File: src/rtl/lpd_pkg.sv
// Shared types and constants for the length-prefix deframer.
// No dependencies; every other file of the block but lpd_ifs imports this package.
package lpd_pkg;

   localparam int HEADER_BYTES = 4;
   localparam int HELD_DEPTH   = HEADER_BYTES - 1;
   localparam int HELD_CNT_W   = (HELD_DEPTH > 1) ? $clog2(HEADER_BYTES) : 1;
   localparam int LEN_BYTES    = (HEADER_BYTES < 4) ? HEADER_BYTES : 4;
   localparam int MAX_RESULTS  = HEADER_BYTES;
   localparam int RES_IDX_W    = (MAX_RESULTS > 1) ? $clog2(MAX_RESULTS) : 1;
   localparam int RES_CNT_W    = $clog2(MAX_RESULTS + 1);

   typedef enum logic [1:0] {
      MODE_HEADER  = 2'd0,
      MODE_PAYLOAD = 2'd1,
      MODE_RAW     = 2'd2
   } mode_type;

   typedef enum logic {
      OP_BYTE    = 1'b0,
      OP_REQUEST = 1'b1
   } op_type;

   typedef enum logic [2:0] {
      KIND_MSG_BYTE   = 3'd0,
      KIND_EMPTY      = 3'd1,
      KIND_RAW_BYTE   = 3'd2,
      KIND_RAW_FINISH = 3'd3,
      KIND_REJECT     = 3'd4
   } kind_type;

   typedef struct packed {
      op_type      operation;
      logic [7:0]  data_byte;
      logic [31:0] raw_length;
   } item_type;

   typedef struct packed {
      kind_type   kind;
      logic [7:0] byte_out;
      logic       last;
   } result_type;

   // all words caused by one item, oldest in entry 0
   typedef struct packed {
      logic [RES_CNT_W-1:0]               count;
      result_type [MAX_RESULTS-1:0]       entry;
   } bundle_type;

endpackage

File: src/rtl/lpd_ifs.sv
// Valid/ready channel interfaces for the deframer's request and response sides.
// No dependencies.
interface lpd_req_if;
   logic        valid;
   logic        ready;
   logic        operation;
   logic [7:0]  data_byte;
   logic [31:0] raw_length;

   modport source (output valid, operation, data_byte, raw_length, input ready);
   modport sink   (input valid, operation, data_byte, raw_length, output ready);
endinterface

interface lpd_rsp_if;
   logic       valid;
   logic       ready;
   logic [2:0] kind;
   logic [7:0] byte_out;
   logic       last;

   modport source (output valid, kind, byte_out, last, input ready);
   modport sink   (input valid, kind, byte_out, last, output ready);
endinterface

File: src/rtl/length_prefix_deframer_raw_mode_unit.sv
// Length-prefix deframer with raw pass-through reads: top level.
// Depends on lpd_pkg, lpd_ifs (channel interfaces), lpd_core and lpd_unpack.
//
// Usage: each req word is either a received byte or a raw-read request.
// Bytes build a 4-byte little-endian length header, then that many bytes
// leave as message bytes with last on the final one; a zero length gives a
// single empty-message word. A raw read of N bytes first replays up to N held
// header bytes, oldest first, then passes received bytes through as raw
// bytes and closes with a raw-finish word (N = 0 finishes at once). A request
// while a message or raw run is open gets one reject word. One req word
// causes zero to four rsp words. Bytes in a message or raw run pass at one req
// word per cycle while rsp is ready; a word that causes k rsp words holds the
// result register until all k have left, as rsp moves one word per cycle
// while ready, and req stalls once the input register is also full. An
// accepted word waits in the input register until the result register can
// take its words, which the parser then writes there. No clearing pass after reset.
module length_prefix_deframer_raw_mode_unit
   import lpd_pkg::*;
(
   input  logic      clock,
   input  logic      reset,
   lpd_req_if.sink   req_chan,
   lpd_rsp_if.source rsp_chan
);

   // input register: lets req take a word while rsp is stalled
   logic       item_valid_ff, item_valid_in;
   item_type   item_ff, item_in;
   logic       req_fire;
   logic       advance;
   logic       can_load;
   bundle_type bundle;

   // parser moves on whenever the result register can take its words
   assign advance        = item_valid_ff && can_load;
   assign req_chan.ready = !item_valid_ff || advance;
   assign req_fire       = req_chan.valid && req_chan.ready;

   always_comb begin
      item_in.operation  = op_type'(req_chan.operation);
      item_in.data_byte  = req_chan.data_byte;
      item_in.raw_length = req_chan.raw_length;
      item_valid_in      = req_fire || (item_valid_ff && !advance);
   end

   always_ff @(posedge clock) begin
      if (reset) begin
         item_valid_ff <= 1'b0;
      end else begin
         item_valid_ff <= item_valid_in;
      end
   end

   always_ff @(posedge clock) begin
      if (req_fire) begin
         item_ff <= item_in;
      end
   end

   lpd_core u_core (
      .clock   (clock),
      .reset   (reset),
      .advance (advance),
      .item    (item_ff),
      .bundle  (bundle)
   );

   // words that cause nothing (such as header bytes) never occupy the register
   lpd_unpack u_unpack (
      .clock     (clock),
      .reset     (reset),
      .load      (advance && (bundle.count != '0)),
      .bundle_in (bundle),
      .can_load  (can_load),
      .rsp       (rsp_chan)
   );

endmodule

File: src/rtl/lpd_core.sv
// Parser state and single-pass result generation for one item.
// Depends on lpd_pkg.
module lpd_core
   import lpd_pkg::*;
(
   input  logic       clock,
   input  logic       reset,
   input  logic       advance,
   input  item_type   item,
   output bundle_type bundle
);

   mode_type                         mode_ff, mode_in;
   logic [HELD_CNT_W-1:0]            held_count_ff, held_count_in;
   logic [HELD_DEPTH-1:0][7:0]       held_ff, held_in;
   logic [31:0]                      payload_left_ff, payload_left_in;
   logic [31:0]                      raw_left_ff, raw_left_in;
   logic [31:0]                      header_len;
   logic                             req_fits;
   logic [HELD_CNT_W-1:0]            req_n;

   // length field from held bytes plus the closing byte, little-endian
   always_comb begin
      header_len = '0;
      for (int i = 0; i < LEN_BYTES; i++) begin
         if (i < HELD_DEPTH) begin
            header_len[8*i +: 8] = held_ff[i];
         end else begin
            header_len[8*i +: 8] = item.data_byte;
         end
      end
   end

   assign req_fits = item.raw_length <= {{(32-HELD_CNT_W){1'b0}}, held_count_ff};
   assign req_n    = item.raw_length[HELD_CNT_W-1:0];

   always_comb begin
      mode_in         = mode_ff;
      held_count_in   = held_count_ff;
      held_in         = held_ff;
      payload_left_in = payload_left_ff;
      raw_left_in     = raw_left_ff;
      bundle          = '0;

      if (item.operation == OP_BYTE) begin
         case (mode_ff)
            MODE_RAW: begin
               raw_left_in           = raw_left_ff - 32'd1;
               bundle.count          = RES_CNT_W'(1);
               bundle.entry[0].kind  = KIND_RAW_BYTE;
               bundle.entry[0].byte_out = item.data_byte;
               if (raw_left_ff == 32'd1) begin
                  mode_in               = MODE_HEADER;
                  bundle.entry[0].last  = 1'b1;
                  bundle.entry[1].kind  = KIND_RAW_FINISH;
                  bundle.entry[1].last  = 1'b1;
                  bundle.count          = RES_CNT_W'(2);
               end
            end
            MODE_PAYLOAD: begin
               payload_left_in          = payload_left_ff - 32'd1;
               bundle.count             = RES_CNT_W'(1);
               bundle.entry[0].kind     = KIND_MSG_BYTE;
               bundle.entry[0].byte_out = item.data_byte;
               if (payload_left_ff == 32'd1) begin
                  mode_in              = MODE_HEADER;
                  bundle.entry[0].last = 1'b1;
               end
            end
            default: begin
               // header collection; the spare mode code lands here too
               mode_in = MODE_HEADER;
               if (held_count_ff < HELD_CNT_W'(HELD_DEPTH)) begin
                  held_in[held_count_ff] = item.data_byte;
                  held_count_in          = held_count_ff + HELD_CNT_W'(1);
               end else begin
                  held_count_in = '0;
                  if (header_len == 32'd0) begin
                     bundle.count         = RES_CNT_W'(1);
                     bundle.entry[0].kind = KIND_EMPTY;
                     bundle.entry[0].last = 1'b1;
                  end else begin
                     payload_left_in = header_len;
                     mode_in         = MODE_PAYLOAD;
                  end
               end
            end
         endcase
      end else begin
         case (mode_ff)
            MODE_PAYLOAD, MODE_RAW: begin
               bundle.count         = RES_CNT_W'(1);
               bundle.entry[0].kind = KIND_REJECT;
               bundle.entry[0].last = 1'b1;
            end
            default: begin
               mode_in = MODE_HEADER;
               if (item.raw_length == 32'd0) begin
                  bundle.count         = RES_CNT_W'(1);
                  bundle.entry[0].kind = KIND_RAW_FINISH;
                  bundle.entry[0].last = 1'b1;
               end else if (req_fits) begin
                  // replay the first n held bytes, keep the rest in order
                  for (int i = 0; i < HELD_DEPTH; i++) begin
                     if (i < int'(req_n)) begin
                        bundle.entry[i].kind     = KIND_RAW_BYTE;
                        bundle.entry[i].byte_out = held_ff[i];
                        bundle.entry[i].last     = (i == int'(req_n) - 1);
                     end
                  end
                  bundle.entry[RES_IDX_W'(req_n)].kind = KIND_RAW_FINISH;
                  bundle.entry[RES_IDX_W'(req_n)].last = 1'b1;
                  bundle.count  = RES_CNT_W'(req_n) + RES_CNT_W'(1);
                  held_in       = held_ff >> (8 * int'(req_n));
                  held_count_in = held_count_ff - req_n;
               end else begin
                  for (int i = 0; i < HELD_DEPTH; i++) begin
                     if (i < int'(held_count_ff)) begin
                        bundle.entry[i].kind     = KIND_RAW_BYTE;
                        bundle.entry[i].byte_out = held_ff[i];
                     end
                  end
                  bundle.count  = RES_CNT_W'(held_count_ff);
                  raw_left_in   = item.raw_length
                                  - {{(32-HELD_CNT_W){1'b0}}, held_count_ff};
                  held_count_in = '0;
                  mode_in       = MODE_RAW;
               end
            end
         endcase
      end
   end

   always_ff @(posedge clock) begin
      if (reset) begin
         mode_ff         <= MODE_HEADER;
         held_count_ff   <= '0;
         payload_left_ff <= '0;
         raw_left_ff     <= '0;
      end else if (advance) begin
         mode_ff         <= mode_in;
         held_count_ff   <= held_count_in;
         payload_left_ff <= payload_left_in;
         raw_left_ff     <= raw_left_in;
      end
   end

   always_ff @(posedge clock) begin
      if (advance) begin
         held_ff <= held_in;
      end
   end

endmodule

File: src/rtl/lpd_unpack.sv
// Result register: holds one item's words and hands them out one per cycle while rsp is ready.
// Depends on lpd_pkg and lpd_rsp_if.
module lpd_unpack
   import lpd_pkg::*;
(
   input  logic       clock,
   input  logic       reset,
   input  logic       load,
   input  bundle_type bundle_in,
   output logic       can_load,
   lpd_rsp_if.source  rsp
);

   logic                          busy_ff, busy_in;
   logic [RES_IDX_W-1:0]          idx_ff, idx_in;
   logic [RES_CNT_W-1:0]          count_ff;
   result_type [MAX_RESULTS-1:0]  entries_ff;
   logic                          fire;
   logic                          at_last;

   assign fire     = busy_ff && rsp.ready;
   assign at_last  = idx_ff == RES_IDX_W'(count_ff - RES_CNT_W'(1));
   assign can_load = !busy_ff || (fire && at_last);

   always_comb begin
      busy_in = busy_ff;
      idx_in  = idx_ff;
      if (load) begin
         busy_in = 1'b1;
         idx_in  = '0;
      end else if (fire) begin
         if (at_last) begin
            busy_in = 1'b0;
         end
         idx_in = idx_ff + RES_IDX_W'(1);
      end
   end

   always_ff @(posedge clock) begin
      if (reset) begin
         busy_ff <= 1'b0;
         idx_ff  <= '0;
      end else begin
         busy_ff <= busy_in;
         idx_ff  <= idx_in;
      end
   end

   always_ff @(posedge clock) begin
      if (load) begin
         count_ff   <= bundle_in.count;
         entries_ff <= bundle_in.entry;
      end
   end

   assign rsp.valid    = busy_ff;
   assign rsp.kind     = entries_ff[idx_ff].kind;
   assign rsp.byte_out = entries_ff[idx_ff].byte_out;
   assign rsp.last     = entries_ff[idx_ff].last;

endmodule

File: src/flat_wrapper.sv
// flat-port wrapper written by rule: the top's interface ports become plain ports
module length_prefix_deframer_raw_mode_unit_flat import lpd_pkg::*;
  (clock, reset, req_chan_valid, req_chan_operation, req_chan_data_byte, req_chan_raw_length, req_chan_ready, rsp_chan_valid, rsp_chan_kind, rsp_chan_byte_out, rsp_chan_last, rsp_chan_ready);
  lpd_req_if req_chan_i ();
  lpd_rsp_if rsp_chan_i ();
  input  logic clock;
  input  logic reset;
  input wire logic [$bits(req_chan_i.valid)-1:0] req_chan_valid;
  input wire logic [$bits(req_chan_i.operation)-1:0] req_chan_operation;
  input wire logic [$bits(req_chan_i.data_byte)-1:0] req_chan_data_byte;
  input wire logic [$bits(req_chan_i.raw_length)-1:0] req_chan_raw_length;
  output wire logic [$bits(req_chan_i.ready)-1:0] req_chan_ready;
  output wire logic [$bits(rsp_chan_i.valid)-1:0] rsp_chan_valid;
  output wire logic [$bits(rsp_chan_i.kind)-1:0] rsp_chan_kind;
  output wire logic [$bits(rsp_chan_i.byte_out)-1:0] rsp_chan_byte_out;
  output wire logic [$bits(rsp_chan_i.last)-1:0] rsp_chan_last;
  input wire logic [$bits(rsp_chan_i.ready)-1:0] rsp_chan_ready;
  assign req_chan_i.valid = req_chan_valid;
  assign req_chan_i.operation = req_chan_operation;
  assign req_chan_i.data_byte = req_chan_data_byte;
  assign req_chan_i.raw_length = req_chan_raw_length;
  assign req_chan_ready = req_chan_i.ready;
  assign rsp_chan_valid = rsp_chan_i.valid;
  assign rsp_chan_kind = rsp_chan_i.kind;
  assign rsp_chan_byte_out = rsp_chan_i.byte_out;
  assign rsp_chan_last = rsp_chan_i.last;
  assign rsp_chan_i.ready = rsp_chan_ready;
  length_prefix_deframer_raw_mode_unit u_core (.clock(clock), .reset(reset), .req_chan(req_chan_i), .rsp_chan(rsp_chan_i));
endmodule
File: config.mk
export PLATFORM = sky130hd
export DESIGN_NAME = length_prefix_deframer_raw_mode_unit_flat
export DESIGN_NICKNAME = d
export VERILOG_FILES = /design/src/rtl/lpd_pkg.sv /design/src/rtl/lpd_ifs.sv /design/src/rtl/length_prefix_deframer_raw_mode_unit.sv /design/src/rtl/lpd_core.sv /design/src/rtl/lpd_unpack.sv /design/src/flat_wrapper.sv
export SDC_FILE = /design/constraint.sdc
export NUM_CORES = 1
export LEC_CHECK = 0
export ABC_AREA = 1
export BUFFER_PORTS_ARGS = -buffer_cell sky130_fd_sc_hd__buf_4
export CELL_PAD_IN_SITES_DETAIL_PLACEMENT = 1
export CELL_PAD_IN_SITES_GLOBAL_PLACEMENT = 2
export CORE_AREA = 5 5 176 178
export CTS_BUF_LIST = sky130_fd_sc_hd__clkbuf_16
export DETAILED_ROUTE_END_ITERATION = 12
export DIE_AREA = 0 0 181 183
export PLACE_DENSITY = 0.85
export SKIP_LAST_GASP = 1
export SYNTH_ARGS = -nofsm -noshare
export SYNTH_HDL_FRONTEND = slang
export SYNTH_SLANG_ARGS = --single-unit
File: constraint.sdc
create_clock -name clock -period 4.36 [get_ports clock]
set_input_delay 0 -clock clock [delete_from_list [all_inputs] [get_ports clock]]
set_output_delay 0 -clock clock [all_outputs]
set_load 0.01 [all_outputs]
==> metrics.txt, run 1 <==
share of cells above drive strength 1 9.05%; Post-Synth XOR/XNOR Area 4.40%; cell internal pwr 0.00289 W; DRT Pass-1 Iters 5; Req. time, crit path 4690 ps; proportion of synthesized area in mux cells 0%; core area 0.0292 mm²; Max Clk Rate 276 MHz; Comb power frac 20.5%; synthesis warning total 0; final hold viol count 0; max cap viols 0; Non-Filler Instances 1,882; CTS Buffer Depth 2; Static Leak 5.01 nW; WP buf/inv 3; Reg power frac 44.5%; # IOs 59; number of flops mapped to enable cells by yosys 102; Clock H-tree levels 4; RSZ-0062 raised after global routing false; Routed Antenna Nets 0; DIE AREA 0.0331 mm²; layout filler cell count 3,621; grt total ovfl 0; Post-Synthesis Cells 1,398; Inserted Clock Buffers 17; CTS Sinks 174; crit path time final 3620 ps; Detail Placement HPWL 25,200 µm; Critical Path Sink Type register; NetSw 0.00139 W; placed insts 1,807; kind of critical path reg -> reg; Area growth syn-to-layout 16.6%; first-pass GRT wire length 54,600 µm; Mean Syn Cell Area 7.41 µm²; worst vdd ir 0.274 mV; DR iter-0 viols 556; Final Cycle Share 83.0%; clk_lat worst skew 450 ps; row count 63; slew at the pin closest to its max-slew limit 1170 ps; Core Util, Final 41.3%; Root Buffer clkbuf_16; count leader, synth nand2_1; Slew Viols, Final 0; Avg Vias per Cell 5.10; vias in the first global route 9,997; via count 9,597; Initial Utilization 35.4%; post-synthesis adder-cell area fraction 2.49%; power density of the placed cells 354 mW/mm²; synthesized area 0.0104 mm²; PortBufs 58; clock tree from TritonCTS built; DRC viols 0; Min-Delay Path Class in -> reg; largest net degree at the start of global routing 43; Routability Congestion 0.863; Final Skew 12.2 ps; Final #Nets 1,544; top post-synthesis cells by area edfxtp_1, dfxtp_1, nand2_1, nor2_1, inv_1; area leader, netlist edfxtp_1; Worst Path Max Fanout 38; DR WL/cell 18.2 µm; CP Cell Sequence clkinv_1, buf_4, ha_1, fa_1, nand2_2, nand2_1, nand3_2, o21ai_2, nor2_2, o21a_4, clkinv_2, a21oi_1, nor2_1; Worst setup SP type register; Post-synth ARST share 0%; top-area cell type share of the netlist area 29.6%; Yosys reg bits 174; Hold WS 38.8 ps; initial antenna violation count 0; diode count 0; max-slew headroom at the worst pin 22.0%; Die X 181 µm; Clock Power Share 35.0%; Slowest cell on crit path fa_1; TNS Setup 0 ps; Syn Nets 1,463; wirelength, routed 34,300 µm; max incr delay on CP 520 ps; Unique masters post-synth 50; die height 183 µm; area fraction in and, or, nand and nor cells after synthesis 29.4%; ys flop type edfxtp_1; post-synthesis sequential area ratio 43.5%; sw frac 32.4%; gr usage total 20.7%; CP arrival 3950 ps; CTS resizes 0; final setup fails 0; status finished clean; CTS clk-pin slew, worst paths 80 ps; critical path's top delay family buffers and inverters; Synth Area in Compound Gates 12.9%; largest family of logic cells by synthesized area simple AND/OR/NAND/NOR gates; synth cell count leaders nand2_1, nor2_1, inv_1
## placed cells by master (no fill, tap or decap), drive strengths merged, types with 5 or more instances in the layout
cell type,instances
xnor2,31
dlygate4sd3,43
xor2,21
buf,67
clkinv,8
a21oi,79
nand3,63
o22ai,17
ha,19
o21ai,108
nor3,31
o32ai,9
clkbuf,17
o31ai,9
a31oi,5
nand2,329
edfxtp,102
dfxtp,72
nand4,20
inv,138
nor2,276
## through the flow
stage	setup slack (ps)	cell area, µm²	power, W
2_1_floorplan	786	10400	0.00251
3_3_place_gp	860	11100	0.00277
3_5_place_dp	766	11100	0.00278
6_report	741	12100	0.00428
5_1_grt	409	12100	0.00449
4_1_cts	710	12100	0.00431
## state kept, by name (all words and copies together) (netlist names)
name / flops
u_core.u_unpack.entries_ff: 35
u_core.u_unpack.idx_ff: 2
u_core.u_unpack.count_ff: 2
u_core.u_core.payload_left_ff: 32
u_core.item_valid_ff: 1
u_core.u_unpack.rsp.valid: 1
u_core.u_core.held_count_ff: 2
u_core.u_core.mode_ff: 2
u_core.item_ff: 41
u_core.u_core.raw_left_ff: 32
u_core.u_core.header_len: 24
## repair_timing
action                                 4_1_cts  5_1_grt
buffers inserted                             0        0
hold buffers                                43        0
endpoints found under the hold margin       43        0
## layer usage
metal | up-vias | share of wire (%) | track usage (%)
li1 | 4774 | - | -
met1 | 4627 | 44 | 25.1
met2 | 144 | 51 | 37.3
met3 | 52 | 2.5 | 3.13
met4 | 0 | 3.4 | 7.63
met5 | - | 0 | 0
## worst paths after layout
kind | from | endpoint | slack (ps) | depth (start not counted)
max | u_core.item_ff[0]$_DFFE_PP_ | u_core.u_core.raw_left_ff[1]$_SDFFE_PP0P_ | 740 | 13
min | reset | u_core.u_core.payload_left_ff[20]$_SDFFE_PP0P_ | 40 | 2
max reg2reg | u_core.item_ff[0]$_DFFE_PP_ | u_core.u_core.raw_left_ff[1]$_SDFFE_PP0P_ | 740 | 13
min reg2reg | u_core.u_core.payload_left_ff[31]$_SDFFE_PP0P_ | u_core.u_core.payload_left_ff[31]$_SDFFE_PP0P_ | 480 | 2
## power groups by stage
stage | clock network, W | logic (W) | registers, W
4_1_cts | 0.00153 | 0.000882 | 0.00190
3_5_place_dp | 0 | 0.000844 | 0.00194
5_1_grt | 0.00159 | 0.000984 | 0.00191
3_3_place_gp | 0 | 0.000826 | 0.00194
2_1_floorplan | 0 | 0.000603 | 0.00191
6_report | 0.00150 | 0.000876 | 0.00190
## logic make-up (layout without fill, tap and decap cells)
| kind of cell | Yosys count | after routing |
|---|---|---|
| buf+inv | 181 | 275 |
| fa+ha+maj | 20 | 20 |
| flops | 174 | 174 |
| compound gates | 240 | 240 |
| xor+xnor | 52 | 52 |
| simple gates | 731 | 731 |
## final cells by class
cell class / count / area (µm²) / area share (%)
clock buffer: 17 / 425 / 3.52
clock inverter: 15 / 126 / 1.05
inverter: 133 / 500 / 4.14
multi-input combinational: 1043 / 5100 / 42.2
sequential: 174 / 4500 / 37.3
tap: 390 / 488 / 4.04
timing repair buffer: 110 / 933 / 7.73
## worst register-to-register path: cells and delay by family (launching register included)
kind                       cells  cell delay, ps
AOI/OAI and AO/OA              3             800
DFF                            1             500
adders and majority gates      2             770
and+or+nand+nor                5             540
buffers and inverters          3             890
No activity file was read; power rests on OpenSTA's default activity.
==> inputs of run 2 (changes only) <==
--- a/config.mk
+++ b/config.mk
@@ -9,11 +9,11 @@
 export BUFFER_PORTS_ARGS = -buffer_cell sky130_fd_sc_hd__buf_4
 export CELL_PAD_IN_SITES_DETAIL_PLACEMENT = 1
 export CELL_PAD_IN_SITES_GLOBAL_PLACEMENT = 2
-export CORE_AREA = 5 5 176 178
+export CORE_AREA = 5 5 184 186
 export CTS_BUF_LIST = sky130_fd_sc_hd__clkbuf_16
 export DETAILED_ROUTE_END_ITERATION = 12
-export DIE_AREA = 0 0 181 183
-export PLACE_DENSITY = 0.85
+export DIE_AREA = 0 0 189 191
+export PLACE_DENSITY = 0.82
 export SKIP_LAST_GASP = 1
 export SYNTH_ARGS = -nofsm -noshare
 export SYNTH_HDL_FRONTEND = slang
==> constraint.sdc (replaced) <==
create_clock -name clock -period 3.2 [get_ports clock]
set_input_delay 0 -clock clock [delete_from_list [all_inputs] [get_ports clock]]
set_output_delay 0 -clock clock [all_outputs]
set_load 0.01 [all_outputs]
==> run 2 against run 1 <==
Against the previous run:
- register-to-register slack worse by 470 ps
- non-clock buffer count is 17 higher
- global-route usage is 1.7 points lower
- wire length is 0.15% lower
- worst setup slack worse by 470 ps
- utilization is 3.3 points lower
- sequential power is 36% higher
- via count is 0.26% higher
- maximum frequency is 23% higher
- total power is 34% higher
- clock power is 30% higher
- critical path depth is 3 higher
- critical path type unchanged
- critical endpoint is now u_core.u_unpack.entries_ff[46]$_SDFFCE_PP0P_
- highest routed layer unchanged
==> metrics.txt, run 2 (synthesized netlist as in run 1, its figures left out) <==
total power 0.00575 W (was 0.00428 W); initial antenna violation count 0 (unchanged); max incr delay on CP 470 ps (was 520 ps); clk_lat worst skew 450 ps (about the same); Final Skew 11.4 ps (was 12.2 ps); Routed Antenna Nets 0 (unchanged); reg2reg setup slack 270 ps (was 740 ps); first-pass GRT wire length 54,000 µm (was 54,600 µm); status finished clean (unchanged); Area growth syn-to-layout 17.9% (was 16.6%); Core Util, Final 38.0% (was 41.3%); wirelength, routed 34,200 µm (was 34,300 µm); Max Clk Rate 341 MHz (was 276 MHz); RSZ-0062 raised after global routing false (unchanged); cell depth of the worst hold path 3 (was 2); grt total ovfl 0 (unchanged); worst vdd ir 0.406 mV (was 0.274 mV); DRT Pass-1 Iters 5 (unchanged); R2R depth 16 (was 13); # IOs 59 (unchanged); max FFs per register 41 (unchanged); gr usage total 18.9% (was 20.7%); Critical Path Sink Type register (unchanged); vias in the first global route 9,966 (was 9,997); Die X 189 µm (was 181 µm); Final Cycle Share 91.6% (was 83.0%); Slew Viols, Final 0 (unchanged); Critical Path Most Common Cell nand2_1; kind of critical path reg -> reg (unchanged); Worst Path Max Fanout 26 (was 38); CP arrival 3130 ps (was 3950 ps); Root Buffer clkbuf_16 (unchanged); Routability Congestion 0.867 (was 0.863); Inserted Clock Buffers 17 (unchanged); final hold viol count 0 (unchanged); die height 191 µm (was 183 µm); CTS resizes 0 (unchanged); max-slew headroom at the worst pin 44.4% (was 22.0%); Clock H-tree levels 4 (unchanged); slew at the pin closest to its max-slew limit 833 ps (was 1170 ps); DR iter-0 viols 576 (was 556); Avg Vias per Cell 5.02 (was 5.10); Final #Nets 1,561 (was 1,544); max cap viols 0 (unchanged); Initial Utilization 32.3% (was 35.4%); Req. time, crit path 3400 ps (was 4690 ps); Top reg by flops u_core.item_ff (unchanged); via count 9,622 (was 9,597); core area 0.0321 mm² (was 0.0292 mm²); TNS Setup 0 ps (unchanged); Hold WS 165 ps (was 38.8 ps); commonest non-fill, non-tap cells in the layout nand2_1, nor2_1, inv_1 (unchanged); Non-Filler Instances 1,917 (was 1,882); DR WL/cell 17.8 µm (was 18.2 µm); placed insts 1,837 (was 1,807); crit path time final 2930 ps (was 3620 ps); CP Cell Sequence inv_1, ha_1, nand2_1, inv_1, nand2_1, nand2_1, nand3_2, nor2_4, nor2_1, nand2_1, nand3_1, nor2_1, nand2_1, nand2_2, clkinvlp_4, buf_12 (was clkinv_1, buf_4, ha_1, fa_1, nand2_2, nand2_1, nand3_2, o21ai_2, nor2_2, o21a_4, clkinv_2, a21oi_1, nor2_1); top flop regs u_core.item_ff (41), u_core.u_unpack.entries_ff (35) (unchanged); CTS Buffer Depth 2 (unchanged); end of the worst hold path u_core.u_core.payload_left_ff[20]$_SDFFE_PP0P_ (unchanged); row count 66 (was 63); CTS Sinks 174 (unchanged); CTS clk-pin slew, worst paths 70 ps (was 80 ps); share of cells above drive strength 1 9.87% (was 9.05%); r2r startpoint u_core.u_core.held_count_ff[1]$_SDFFE_PP0P_ (was u_core.item_ff[0]$_DFFE_PP_); power density of the placed cells 471 mW/mm² (was 354 mW/mm²); Detail Placement HPWL 25,300 µm (was 25,200 µm); DRC viols 0 (unchanged); diode count 0 (unchanged); Min-Delay Path Class in -> reg (unchanged); PortBufs 58 (unchanged); Worst setup SP type register (unchanged); clock tree from TritonCTS built (unchanged); Static Leak 5.10 nW (was 5.01 nW); largest net degree at the start of global routing 42 (was 43); DIE AREA 0.0361 mm² (was 0.0331 mm²); reg2reg end u_core.u_unpack.entries_ff[46]$_SDFFCE_PP0P_ (was u_core.u_core.raw_left_ff[1]$_SDFFE_PP0P_); final setup fails 0 (unchanged); Slowest cell on crit path dfxtp_1 (was fa_1); commonest non-fill, non-tap cell in the layout nand2_1 (unchanged); HP Start reset (unchanged)
run 2: worst max path at each step:
stage	endpoint	startpoint	cells past startpoint
2_1_floorplan	u_core.u_unpack.count_ff[0]$_DFFE_PP_	u_core.item_ff[0]$_DFFE_PP_	15
4_1_cts	u_core.u_unpack.entries_ff[18]$_SDFFCE_PP0P_	u_core.u_core.held_count_ff[1]$_SDFFE_PP0P_	16
3_3_place_gp	u_core.u_unpack.entries_ff[19]$_SDFFCE_PP0P_	u_core.u_core.held_count_ff[1]$_SDFFE_PP0P_	16
3_5_place_dp	u_core.u_unpack.entries_ff[17]$_SDFFCE_PP0P_	u_core.u_core.held_count_ff[1]$_SDFFE_PP0P_	16
5_1_grt	u_core.u_unpack.entries_ff[46]$_SDFFCE_PP0P_	u_core.u_core.held_count_ff[1]$_SDFFE_PP0P_	16
6_report	u_core.u_unpack.entries_ff[46]$_SDFFCE_PP0P_	u_core.u_core.held_count_ff[1]$_SDFFE_PP0P_	16
run 2: through the flow:
step / area [µm²] / setup WS, ps
2_1_floorplan: 10400 / 2.50
3_3_place_gp: 11200 / 365
3_5_place_dp: 11200 / 273
4_1_cts: 12200 / 223
5_1_grt: 12200 / 17.8
6_report: 12200 / 269
run 2: layer usage:
metal / up-vias / GRT usage [%] / share of wire [%]
met2: 123 / 34.7 / 51
met3: 39 / 2.59 / 2.3
met4: 0 / 5.52 / 1.9
met1: 4659 / 23.1 / 45
li1: 4801 / - / -
met5: - / 0 / 0
run 2: timing repair:
action | in CTS | in global routing
endpoints found under the setup margin | 0 | 20
hold buffers | 43 | 0
hold endpoints to repair | 43 | 0
setup buffers | 0 | 5
run 2: critical path, delay by kind of cell (launching register included):
kind                       cells  cell delay, ps
adders and majority gates      1             360
and+or+nand+nor               11            1150
buffers and inverters          4             720
DFF                            1             470
run 2: cell type report:
cell class                 count  area [µm²]
multi-input combinational   1043        5100
clock buffer                  17         425
timing repair buffer         127        1070
sequential                   174        4500
fill                        3940       19900
inverter                     133         505
tap                          408         510
clock inverter                15        96.3
run 2: report_power, final:
group          switching, W  internal (W)
Combinational      0.000770      0.000444
Clock              0.000906       0.00104
Sequential         0.000101       0.00249
==> inputs of run 3 (changes only) <==
--- a/config.mk
+++ b/config.mk
@@ -10,7 +10,7 @@
 export CELL_PAD_IN_SITES_DETAIL_PLACEMENT = 1
 export CELL_PAD_IN_SITES_GLOBAL_PLACEMENT = 2
 export CORE_AREA = 5 5 184 186
-export CTS_BUF_LIST = sky130_fd_sc_hd__clkbuf_16
+export CTS_BUF_LIST = sky130_fd_sc_hd__clkbuf_4 sky130_fd_sc_hd__clkbuf_8 sky130_fd_sc_hd__clkbuf_16
 export DETAILED_ROUTE_END_ITERATION = 12
 export DIE_AREA = 0 0 189 191
 export PLACE_DENSITY = 0.82
==> run 3 against run 2 <==
Against the previous run:
- sequential share of layout area fell by 0.13 points
- clock power rose by 6%
- final area rose by 0.35%
- critical endpoint unchanged
==> metrics.txt, run 3 (synthesized netlist as in run 1, its figures left out) <==
layout filler cell count 3,935 (was 3,940); DRC viols 0 (unchanged); Crit path depth 16 (unchanged); status finished clean (unchanged); Worst setup SP type register (unchanged); row count 66 (unchanged); Req. time, crit path 3400 ps (about the same); core area 0.0321 mm² (unchanged); Worst Path Max Fanout 26 (unchanged); grt total ovfl 0 (unchanged); clock tree from TritonCTS built (unchanged); reg2reg setup slack 270 ps (about the same); Critical Path Most Common Cell nand2_1 (unchanged); commonest non-fill, non-tap cells in the layout nand2_1, nor2_1, inv_1 (unchanged); max-slew headroom at the worst pin 43.6% (was 44.4%); DRT met1 WL 15,400 µm (about the same); crit path time final 2930 ps (about the same); final hold viol count 0 (unchanged); diode count 0 (unchanged); Avg Vias per Cell 5.03 (was 5.02); Routed Antenna Nets 0 (unchanged); max FFs per register 41 (unchanged); Area growth syn-to-layout 18.3% (was 17.9%); highest routed layer met4 (unchanged); Clock Power Share 35.2% (was 33.9%); Slowest cell on crit path dfxtp_1 (unchanged); first-pass GRT wire length 54,000 µm (unchanged); kind of critical path reg -> reg (unchanged); Detail Placement HPWL 25,300 µm (unchanged); slew at the pin closest to its max-slew limit 845 ps (was 833 ps); DRT Pass-1 Iters 5 (unchanged); Core Util, Final 38.2% (was 38.0%); RSZ-0062 raised after global routing false (unchanged); CTS clk-pin slew, worst paths 60 ps (was 70 ps); Critical Path Sink Type register (unchanged); Routability Congestion 0.867 (unchanged); Clock H-tree levels 4 (unchanged); top flop regs u_core.item_ff (41), u_core.u_unpack.entries_ff (35) (unchanged); Max Clk Rate 342 MHz (was 341 MHz); Root Buffer clkbuf_16 (unchanged); Slew Viols, Final 0 (unchanged); Inserted Clock Buffers 17 (unchanged); # IOs 59 (unchanged); commonest non-fill, non-tap cell in the layout nand2_1 (unchanged); critical path's top delay family simple AND/OR/NAND/NOR gates (unchanged); CTS Sinks 174 (unchanged); sw frac 30.3% (was 30.9%); Static Leak 5.10 nW (about the same); Comb power frac 20.7% (was 21.1%); Reg power frac 44.1% (was 45.0%); DR iter-0 viols 510 (was 576); vias in the first global route 9,956 (was 9,966); Routed met2 length 17,400 µm (was 17,300 µm); Final #Nets 1,561 (unchanged); Final Cycle Share 91.5% (was 91.6%); share of cells above drive strength 1 10.4% (was 9.87%); Die X 189 µm (unchanged); CP arrival 3120 ps (was 3130 ps); met3 routed WL 743 µm (was 790 µm); largest net degree at the start of global routing 42 (unchanged); TNS Setup 0 ps (unchanged); total power 0.00587 W (was 0.00575 W); PortBufs 58 (unchanged); clk_lat worst skew 450 ps (about the same); via count 9,643 (was 9,622); R2R depth 16 (unchanged); initial antenna violation count 0 (unchanged); gr usage total 18.9% (about the same); cell internal pwr 0.00409 W (was 0.00397 W); Final Skew 10.9 ps (was 11.4 ps); Initial Utilization 32.3% (unchanged); cell depth of the worst hold path 3 (unchanged); power density of the placed cells 479 mW/mm² (was 471 mW/mm²); worst vdd ir 0.407 mV (was 0.406 mV); CTS Buffer Depth 2 (unchanged); die height 191 µm (unchanged); Top reg by flops u_core.item_ff (unchanged); wirelength, routed 34,200 µm (about the same); max cap viols 0 (unchanged); max incr delay on CP 470 ps (about the same); CP Cell Sequence inv_1, ha_1, nand2_1, inv_1, nand2_1, nand2_1, nand3_2, nor2_4, nor2_1, nand2_1, nand3_1, nor2_1, nand2_1, nand2_2, clkinvlp_4, buf_12 (unchanged); Min-Delay Path Class in -> reg (unchanged); WP buf/inv 4 (unchanged); DR WL/cell 17.9 µm (was 17.8 µm); CTS resizes 0 (unchanged); NetSw 0.00178 W (about the same); DIE AREA 0.0361 mm² (unchanged); final setup fails 0 (unchanged)
run 3: cell count changes in the layout (fill, tap and decap cells not counted), sizes merged:
| cell | change |
|---|---|
| clkbuf | +8 |
| clkinv | -2 |
| inv | -6 |
run 3: power by group through the flow:
stage / clock network (W) / logic [W] / registers [W]
after floorplan: 0 / 0.000824 / 0.00260
after global placement: 0 / 0.00115 / 0.00263
after detailed placement: 0 / 0.00117 / 0.00264
after CTS: 0.00212 / 0.00122 / 0.00259
after global routing: 0.00220 / 0.00137 / 0.00260
final: 0.00207 / 0.00121 / 0.00259
run 3: final timing paths:
| check | from | to |
|---|---|---|
| min | reset | u_core.u_core.payload_left_ff[6]$_SDFFE_PP0P_ |
| max reg2reg | u_core.u_core.held_count_ff[1]$_SDFFE_PP0P_ | u_core.u_unpack.entries_ff[46]$_SDFFCE_PP0P_ |
| max | u_core.u_core.held_count_ff[1]$_SDFFE_PP0P_ | u_core.u_unpack.entries_ff[46]$_SDFFCE_PP0P_ |
| min reg2reg | u_core.u_core.payload_left_ff[31]$_SDFFE_PP0P_ | u_core.u_core.payload_left_ff[31]$_SDFFE_PP0P_ |
run 3: layout make-up:
type,instances,area (µm²),area share (%)
flip-flops and latches,174,4500,36.7
inverters,133,505,4.12
repair buffers,127,1070,8.75
well taps,408,510,4.16
clock inverters,7,66.3,0.541
clock buffers,25,498,4.06
multi-input cells,1043,5100,41.6
run 3: tightest hold or removal path, stage by stage:
cell and delay, ps:
buf_4 110, buf_4 300, nor2_1 150
run 3: what timing repair did:
action                     in CTS  in global routing
hold endpoints to repair       43                  0
hold buffers                   43                  0
setup buffers                   0                  5
setup endpoints to repair       0                 21
run 3: layer usage:
metal,up-vias,global-route usage (%)
li1,4806,-
met1,4670,23.2
met2,127,34.8
met3,40,2.57
met4,0,5.47
met5,-,0
run 3: per-stage QoR:
step	worst slack [ps]	hold WS, ps	instance area (µm²)	cells
floorplan	2.50	98.9	10400	1398
global placement	365	178	11200	1837
detailed placement	273	179	11200	1837
CTS	223	155	12200	1912
global route	17.9	196	12300	1917
finish	272	163	12300	1917
